**src/sv/rse_pkg.sv**
```systemverilog
// Shared types and constants for the RPN stack evaluator.
// No dependencies.
`timescale 1ns / 1ps

package rse_pkg;

  localparam int DATA_W              = 32;
  localparam int LEVEL_W             = 5;
  localparam int DEFAULT_STACK_DEPTH = 16;

  localparam logic [2:0] OP_PUSH = 3'd0;
  localparam logic [2:0] OP_ADD  = 3'd1;
  localparam logic [2:0] OP_SUB  = 3'd2;
  localparam logic [2:0] OP_MUL  = 3'd3;
  localparam logic [2:0] OP_POW  = 3'd4;
  localparam logic [2:0] OP_EQ   = 3'd5;

  localparam logic [1:0] STAT_OK    = 2'd0;
  localparam logic [1:0] STAT_UNDER = 2'd1;
  localparam logic [1:0] STAT_OVER  = 2'd2;

  typedef enum logic [1:0] {
    CMD_HOLD,
    CMD_PUSH,
    CMD_POP
  } cell_cmd_t;

  typedef struct packed {
    logic start;
    logic pow;
  } alu_req_t;

endpackage

```
**src/sv/rse_cell.sv**
```systemverilog
// One stack entry of the shift-register stack.
// Depends on rse_pkg.
`timescale 1ns / 1ps

module rse_cell (
  input  logic                      clk,
  input  rse_pkg::cell_cmd_t        cmd,
  input  logic [rse_pkg::DATA_W-1:0] up_data,
  input  logic [rse_pkg::DATA_W-1:0] down_data,
  output logic [rse_pkg::DATA_W-1:0] data
);
  import rse_pkg::*;

  always_ff @(posedge clk) begin
    case (cmd)
      CMD_PUSH: data <= up_data;
      CMD_POP:  data <= down_data;
      default:  data <= data;
    endcase
  end

endmodule

```
**src/sv/rse_alu.sv**
```systemverilog
// Serial square-and-multiply unit; also serves plain multiply in one step.
// Depends on rse_pkg.
`timescale 1ns / 1ps

module rse_alu (
  input  logic                       clk,
  input  logic                       rst,
  input  rse_pkg::alu_req_t          req,
  input  logic [rse_pkg::DATA_W-1:0] lhs,
  input  logic [rse_pkg::DATA_W-1:0] rhs,
  output logic                       done,
  output logic [rse_pkg::DATA_W-1:0] result
);
  import rse_pkg::*;

  localparam int EXP_W = DATA_W - 1;

  logic [DATA_W-1:0]   acc;
  logic [DATA_W-1:0]   sq;
  logic [EXP_W-1:0]    ex;
  logic                run;
  logic [DATA_W-1:0]   acc_prod;
  logic [DATA_W-1:0]   sq_prod;
  logic [EXP_W-1:0]    ex_load;

  assign acc_prod = acc * sq;
  assign sq_prod  = sq * sq;
  assign ex_load  = req.pow ? (rhs[DATA_W-1] ? '0 : rhs[EXP_W-1:0])
                            : EXP_W'(1);
  assign result   = acc;

  always_ff @(posedge clk) begin
    if (rst) begin
      run  <= 1'b0;
      done <= 1'b0;
    end else if (req.start) begin
      run  <= (ex_load != '0);
      done <= (ex_load == '0);
    end else if (run) begin
      run  <= (ex[EXP_W-1:1] != '0);
      done <= (ex[EXP_W-1:1] == '0);
    end else begin
      done <= 1'b0;
    end
  end

  always_ff @(posedge clk) begin
    if (req.start) begin
      acc <= req.pow ? DATA_W'(1) : lhs;
      sq  <= req.pow ? lhs : rhs;
      ex  <= ex_load;
    end else if (run) begin
      if (ex[0]) begin
        acc <= acc_prod[DATA_W-1:0];
      end
      sq <= sq_prod[DATA_W-1:0];
      ex <= ex >> 1;
    end
  end

endmodule

```
**src/sv/rpn_stack_evaluator_core.sv**
```systemverilog
// Top level of the RPN stack evaluator: token decode, cell row and power unit.
// Depends on rse_pkg, rse_cell and rse_alu.
// Each accepted token gives one result, shown for one cycle on result_strobe.
// Push, add, subtract, equals, unused codes and every error give the result
// in the cycle after acceptance, and busy stays low, so a token may be taken
// every cycle. Multiply and power hold busy high while the shared serial
// square-and-multiply unit runs, one exponent bit per cycle up to the highest
// set bit; an exponent of zero or below needs no run step. The stack is a row
// of STACK_DEPTH cells that shift together on push and equals; add, subtract,
// multiply and power write the head and pull the rest toward it. The receiver
// cannot stall results.
`timescale 1ns / 1ps

module rpn_stack_evaluator_core #(
  parameter int STACK_DEPTH = rse_pkg::DEFAULT_STACK_DEPTH
) (
  input  logic                        clk,
  input  logic                        rst,
  input  logic                        start,
  output logic                        busy,
  input  logic [2:0]                  opcode,
  input  logic signed [rse_pkg::DATA_W-1:0] push_value,
  output logic                        result_strobe,
  output logic signed [rse_pkg::DATA_W-1:0] result_value,
  output logic                        is_answer,
  output logic [1:0]                  status,
  output logic [rse_pkg::LEVEL_W-1:0] stack_level
);
  import rse_pkg::*;

  localparam int CW = $clog2(STACK_DEPTH + 1);

  localparam logic ST_IDLE = 1'b0;
  localparam logic ST_RUN  = 1'b1;

  logic                state;
  logic                state_next;
  logic [CW-1:0]       cnt;
  logic [CW-1:0]       cnt_next;
  logic [CW+LEVEL_W-1:0] cnt_ext;
  cell_cmd_t           cmd_head;
  cell_cmd_t           cmd_rest;
  logic [DATA_W-1:0]   head_in;
  logic [DATA_W-1:0]   cell_data [STACK_DEPTH];
  alu_req_t            alu_req;
  logic                alu_done;
  logic [DATA_W-1:0]   alu_result;
  logic                out_load;
  logic [DATA_W-1:0]   value_next;
  logic                answer_next;
  logic [1:0]          status_next;

  assign busy    = (state == ST_RUN);
  assign cnt_ext = {{LEVEL_W{1'b0}}, cnt_next};

  always_comb begin
    state_next  = state;
    cnt_next    = cnt;
    cmd_head    = CMD_HOLD;
    cmd_rest    = CMD_HOLD;
    head_in     = alu_result;
    alu_req     = '0;
    out_load    = 1'b0;
    value_next  = '0;
    answer_next = 1'b0;
    status_next = STAT_OK;
    if (state == ST_IDLE && start) begin
      out_load = 1'b1;
      case (opcode)
        OP_PUSH: begin
          if (cnt >= CW'(STACK_DEPTH)) begin
            status_next = STAT_OVER;
          end else begin
            cmd_head   = CMD_PUSH;
            cmd_rest   = CMD_PUSH;
            head_in    = push_value;
            cnt_next   = cnt + CW'(1);
            value_next = push_value;
          end
        end
        OP_ADD, OP_SUB, OP_MUL, OP_POW: begin
          if (cnt < CW'(2)) begin
            status_next = STAT_UNDER;
          end else if (opcode inside {OP_MUL, OP_POW}) begin
            out_load      = 1'b0;
            alu_req.start = 1'b1;
            alu_req.pow   = (opcode == OP_POW);
            state_next    = ST_RUN;
          end else begin
            value_next = (opcode == OP_ADD) ? cell_data[1] + cell_data[0]
                                            : cell_data[1] - cell_data[0];
            head_in    = value_next;
            cmd_head   = CMD_PUSH;
            cmd_rest   = CMD_POP;
            cnt_next   = cnt - CW'(1);
          end
        end
        OP_EQ: begin
          if (cnt == '0) begin
            status_next = STAT_UNDER;
          end else begin
            value_next  = cell_data[0];
            answer_next = 1'b1;
            cmd_head    = CMD_POP;
            cmd_rest    = CMD_POP;
            cnt_next    = cnt - CW'(1);
          end
        end
        default: begin
          value_next = '0;
        end
      endcase
    end else if (state == ST_RUN && alu_done) begin
      out_load   = 1'b1;
      value_next = alu_result;
      cmd_head   = CMD_PUSH;
      cmd_rest   = CMD_POP;
      cnt_next   = cnt - CW'(1);
      state_next = ST_IDLE;
    end
  end

  always_ff @(posedge clk) begin
    if (rst) begin
      state         <= ST_IDLE;
      cnt           <= '0;
      result_strobe <= 1'b0;
      stack_level   <= '0;
    end else begin
      state         <= state_next;
      cnt           <= cnt_next;
      result_strobe <= out_load;
      if (out_load) begin
        stack_level <= cnt_ext[LEVEL_W-1:0];
      end
    end
  end

  always_ff @(posedge clk) begin
    if (out_load) begin
      result_value <= value_next;
      is_answer    <= answer_next;
      status       <= status_next;
    end
  end

  for (genvar i = 0; i < STACK_DEPTH; i++) begin : g_cell
    rse_cell u_cell (
      .clk       (clk),
      .cmd       ((i == 0) ? cmd_head : cmd_rest),
      .up_data   ((i == 0) ? head_in : cell_data[(i == 0) ? 0 : i - 1]),
      .down_data (cell_data[(i == STACK_DEPTH - 1) ? i : i + 1]),
      .data      (cell_data[i])
    );
  end

  rse_alu u_alu (
    .clk    (clk),
    .rst    (rst),
    .req    (alu_req),
    .lhs    (cell_data[1]),
    .rhs    (cell_data[0]),
    .done   (alu_done),
    .result (alu_result)
  );

endmodule

```
**config.mk**
```make
export PLATFORM = sky130hd
export DESIGN_NAME = rpn_stack_evaluator_core
export DESIGN_NICKNAME = d
export VERILOG_FILES = /design/src/sv/rse_pkg.sv /design/src/sv/rse_cell.sv /design/src/sv/rse_alu.sv /design/src/sv/rpn_stack_evaluator_core.sv
export SDC_FILE = /design/constraint.sdc
export NUM_CORES = 2
export LEC_CHECK = 0
export ABC_CLOCK_PERIOD_IN_PS = 32100
export BUFFER_PORTS_ARGS = -buffer_cell sky130_fd_sc_hd__buf_2
export CAP_MARGIN = 10
export CORE_ASPECT_RATIO = 0.9
export CORE_MARGIN = 4
export CORE_UTILIZATION = 30
export CTS_CLUSTER_DIAMETER = 80
export DETAILED_ROUTE_END_ITERATION = 8
export GPL_ROUTABILITY_DRIVEN = 0
export PLACE_DENSITY = 0.43
export SYNTH_ARGS = -nofsm -noshare
export SYNTH_HDL_FRONTEND = slang
export SYNTH_SLANG_ARGS = --single-unit
export TNS_END_PERCENT = 5
```
**constraint.sdc**
```tcl
create_clock -name clk -period 32.1 [get_ports clk]
set_clock_uncertainty 0.05 [all_clocks]
set_input_delay 3.21 -clock clk [delete_from_list [all_inputs] [get_ports clk]]
set_output_delay 3.21 -clock clk [all_outputs]
set_load 0.1 [all_outputs]
```
==> results <==
- The run finished with clean final reports.
- The via count of the first global-routing pass is 40500.
- Dividing the detail-routed via count by the number of cells gives 4.73.
- The highest cell delay on the worst timing path is 0.77 ns.
- Sequential cells account for 17.5% of the total power.
- The routed design could run at a clock period as short as 8.82 ns.
- A synthesized cell averages 11.2 µm².
- The switching fraction of total power is 45.6%.
- The hold-fix buffer count after cts is 0.
- The yosys synthesis warning count is 0.
- Entering global routing, the biggest net connects 183 pins.
- Registers take 19600 µm².
- The flip-flop cell with the highest count after synthesis is sky130_fd_sc_hd__edfxtp_1.
- The synthesized netlist net count is 6442.
- For this run, the post-layout net count is 6377.
- Yosys mapped a number of flops with a built-in enable equal to 642.
- The worst path uses 27.5% of the clock period.
- The initial antenna violation count is 4.
- The die extent in y is 431 µm.
- The number of fill cells is 19900.
- The die is 478 µm wide.
- The total clock buffers created by CTS is 77.
- The final design instance area without fill is 65300 µm².
- The post-CTS setup buffer count is 0.
- The total count of max-transition violations in the final report is 0.
- For the worst flop-to-flop path, the logic depth is 23.
- The clock transition time at the flip-flop clock pins of the worst setup and hold paths is 0.07 ns.
- The setup path with the least slack is of type reg -> reg.
- The final wirelength is 172 mm.
- The path type of the worst min-delay path is reg -> reg.
- The post-synthesis instance area is 59600 µm².
- Summed over all nets, the switching power comes to 0.00317 W.
- The largest fanout of any net on the critical path is 44.
- The final worst-path setup slack is 23.28 ns.
- Max-cap violations in this run came to 0.
- The signal on the critical path passes through buf_4 > and2_1 > fa_1 > fa_1 > inv_1 > fa_1 > fa_1 > inv_1 > ha_1 > ha_1 > fa_1 > fa_1 > ha_1 > a21oi_1 > o21ai_0 > a31oi_1 > nand2_1 > a31oi_1 > a21boi_0 > or3_1 > a31oi_1 > xor2_1 > o21ai_0.
- The final core area utilization is 33.2%.
- The count of endpoints failing setup in the final report is 0.
- The fmax is 113 MHz.
- In the final layout, the multi-input gates occupy 35800 µm².
- The die covers 206000 µm².
- Across all layers, the routed design uses 37800 vias.
- The global route total overflow is 0.
- On the critical path, the stage with the largest delay is an instance of sky130_fd_sc_hd__edfxtp_1.
- After detailed routing, the average wire length per cell comes to 21.5 µm.
- The number of register bits inferred by synthesis is 656.
- The cell type with the highest occurrence count on the critical path is sky130_fd_sc_hd__fa_1.
- The data arrival time at the worst-slack endpoint is 9.17 ns.
- The source-to-sink clock delay at the later pin of the worst-skew pair is 0.68 ns.
- Setup repair after global routing left no endpoint under its margin.
- The number of buffers inserted by port buffering is 79.
- The final-layout worst hold slack is 0.392 ns.
- The number of distinct standard cells referenced by the synthesized netlist is 77.
- The endpoint type of the worst setup path is a register.
- The root buffer cell chosen for the clock tree is sky130_fd_sc_hd__clkbuf_16.
- The critical path depth in cells is 23.
- OpenSTA, run right after detailed placement, puts the worst setup slack at 22.97 ns.
- The buffer levels on the longest clock path is 3.
- The H-tree was split into 3 levels.
- The wire length of the first global-routing pass is 264 mm.
- STA puts the critical path data required time at 32.46 ns.
- The sequential fraction of the synthesis area is 32.8%.
- The startpoint kind of the worst setup timing path is a register.
- The depth of the worst hold-timing path is 0.
- The leakage power figure is 26.9 nW.
- The fraction of layout cells with a size suffix above 1 is 13.9%.
- On the critical path the largest part of the delay comes from adder cells.
- The library cell used most frequently in the layout, excluding fill and tap cells, is sky130_fd_sc_hd__inv_1.
- For this design the ratio of total power to cell area is 106 nW/µm².
- The combinational share of power is 69.8%.
- The clock sink total is 656.
- The CTS tree is done.
- The first routing iteration left 2807 violations.
- The share of total power in the clock network is 12.7%.
- The area added between synthesis and finish is 9.62%.
- The register-to-register path setup slack is 23.28 ns.
- The count of endpoints failing hold in the final timing report came to 0.
- The share of synthesized flip-flops with an asynchronous set or reset is 0%.
- The number of buffers and inverters on the critical path is 3.
- In this run the tightest slew margin relative to its limit is 28.3%.
- Global routing used 16.9% of the available tracks across all layers.
- After detailed routing, the number of remaining DRC violations is 0.
- The total iterations of the first detailed-routing run is 5.
- Adding up every negative setup slack in the final design gives 0 ns.
- At the pin with the least slew margin, the transition time is 1.08 ns.
- The cell internal power dissipation is 0.00378 W.
- The largest voltage drop on the vdd net is 0.000201 V.
- The top cell types in the final layout, fill and taps aside, are sky130_fd_sc_hd__inv_1, sky130_fd_sc_hd__fa_1, sky130_fd_sc_hd__edfxtp_1.
- The post-synthesis cell count is 5338.
- The post-DP HPWL is 126 mm.
- The total I/O pin count is 80.
- The starting density of the core is 30.3%.
- The remaining antenna violation count after routing is 0.
- Once the clock tree was built, the resizer swapped 0 gates to a different size.
- Summing all placed instances gives a cell area of 62800 µm².
- The standard cell core area is 197000 µm².
- The number of placement rows is 154.
[cells by family (layout without fill, tap and decap cells)]
kind of cell / after synthesis / after routing / share of synthesized area, %
buffers and inverters: 1137 / 1133 / 7.19
xor gates and xnor gates: 199 / 199 / 2.94
AOI/OAI and AO/OA: 562 / 562 / 5.94
and+or+nand+nor: 1270 / 1270 / 10.6
other: 0 / 6 / 0
adders and majority gates: 1066 / 1066 / 32.1
DFF: 656 / 656 / 32.8
muxes: 448 / 448 / 8.44
[metrics by stage]
stage,cells,power (W)
after CTS,7986,0.00707
after global routing,7986,0.00765
after detailed placement,7846,0.00613
final,7992,0.00696
after floorplan,5338,0.00471
after global placement,7846,0.00611
[cell type report]
class / instances / share of cell area (%)
tap: 2652 / 5.08
antenna: 6 / 0.0230
timing repair buffer: 156 / 1.53
multi-input combinational: 3545 / 54.8
clock inverter: 39 / 0.617
clock buffer: 101 / 3.20
inverter: 837 / 4.82
sequential: 656 / 29.9
[power by group through the flow]
stage          Clock [W]  Combinational [W]  Sequential [W]
2_1_floorplan          0            0.00347         0.00124
3_3_place_gp           0            0.00487         0.00124
3_5_place_dp           0            0.00489         0.00124
4_1_cts         0.000913            0.00494         0.00122
5_1_grt         0.000947            0.00548         0.00122
6_report        0.000881            0.00486         0.00122
[path summary, 6_finish.rpt]
check / startpoint / to
min reg2reg: g_cell[14].u_cell.data[18] / g_cell[15].u_cell.data[18]
min: g_cell[14].u_cell.data[18] / g_cell[15].u_cell.data[18]
max reg2reg: u_alu.sq[3] / u_alu.sq[24]
max: u_alu.sq[3] / u_alu.sq[24]
[worst reg2reg max path, delay by kind of cell, from the launching register on]
kind	cells	cell delay, ns
buffers and inverters	3	0.80
AND/OR/NAND/NOR	3	0.87
AO/OA/AOI/OAI	7	1.89
XOR/XNOR	1	0.33
adder cells (fa/ha/maj)	9	3.81
flip-flops	1	0.77
[state kept, by name, indices dropped and copies added (netlist names), 2 cells and up]
signal,flops
g_cell.u_cell.data,512
result_value,32
u_alu.result,32
u_alu.sq,32
u_alu.ex,31
cnt,5
stack_level,5
status,2
[layer usage]
| layer | global-route usage (%) | up-vias | share of wire (%) |
|---|---|---|---|
| li1 | - | 17300 | - |
| met1 | 23.9 | 19600 | 46 |
| met2 | 26.9 | 759 | 46 |
| met3 | 2.19 | 194 | 4.3 |
| met4 | 5.15 | 2 | 3.3 |
| met5 | 0 | - | 0.0076 |
[Yosys cell counts, types with 9 or more instances]
| library cell | number | area [µm²] |
|---|---|---|
| sky130_fd_sc_hd__o21ai_0 | 181 | 906 |
| sky130_fd_sc_hd__edfxtp_1 | 642 | 19300 |
| sky130_fd_sc_hd__o31ai_1 | 16 | 120 |
| sky130_fd_sc_hd__xnor2_1 | 134 | 1170 |
| sky130_fd_sc_hd__dfxtp_1 | 14 | 280 |
| sky130_fd_sc_hd__fa_1 | 773 | 15500 |
| sky130_fd_sc_hd__nor4_1 | 13 | 81.3 |
| sky130_fd_sc_hd__xor2_1 | 64 | 561 |
| sky130_fd_sc_hd__clkbuf_1 | 289 | 1080 |
| sky130_fd_sc_hd__and3_1 | 11 | 68.8 |
| sky130_fd_sc_hd__a22o_1 | 38 | 333 |
| sky130_fd_sc_hd__nand2_1 | 554 | 2080 |
| sky130_fd_sc_hd__nor2b_1 | 13 | 81.3 |
| sky130_fd_sc_hd__a21oi_1 | 133 | 666 |
| sky130_fd_sc_hd__nor2_1 | 111 | 417 |
| sky130_fd_sc_hd__and2_1 | 451 | 2820 |
| sky130_fd_sc_hd__nand2b_1 | 16 | 100 |
| sky130_fd_sc_hd__a31oi_1 | 31 | 194 |
| sky130_fd_sc_hd__a22oi_1 | 22 | 165 |
| sky130_fd_sc_hd__o21bai_1 | 12 | 90.1 |
| sky130_fd_sc_hd__mux2_2 | 439 | 4940 |
| sky130_fd_sc_hd__nor3_1 | 31 | 155 |
| sky130_fd_sc_hd__mux2i_1 | 9 | 90.1 |
| sky130_fd_sc_hd__ha_1 | 293 | 3670 |
| sky130_fd_sc_hd__inv_1 | 836 | 3140 |
| sky130_fd_sc_hd__nand3_1 | 17 | 85.1 |
| sky130_fd_sc_hd__a21o_1 | 38 | 285 |
| sky130_fd_sc_hd__o21a_1 | 16 | 120 |
| sky130_fd_sc_hd__nand4_1 | 13 | 81.3 |
| sky130_fd_sc_hd__or3_1 | 11 | 68.8 |
| sky130_fd_sc_hd__a211oi_1 | 12 | 90.1 |
(Power assumes the default switching activity.)
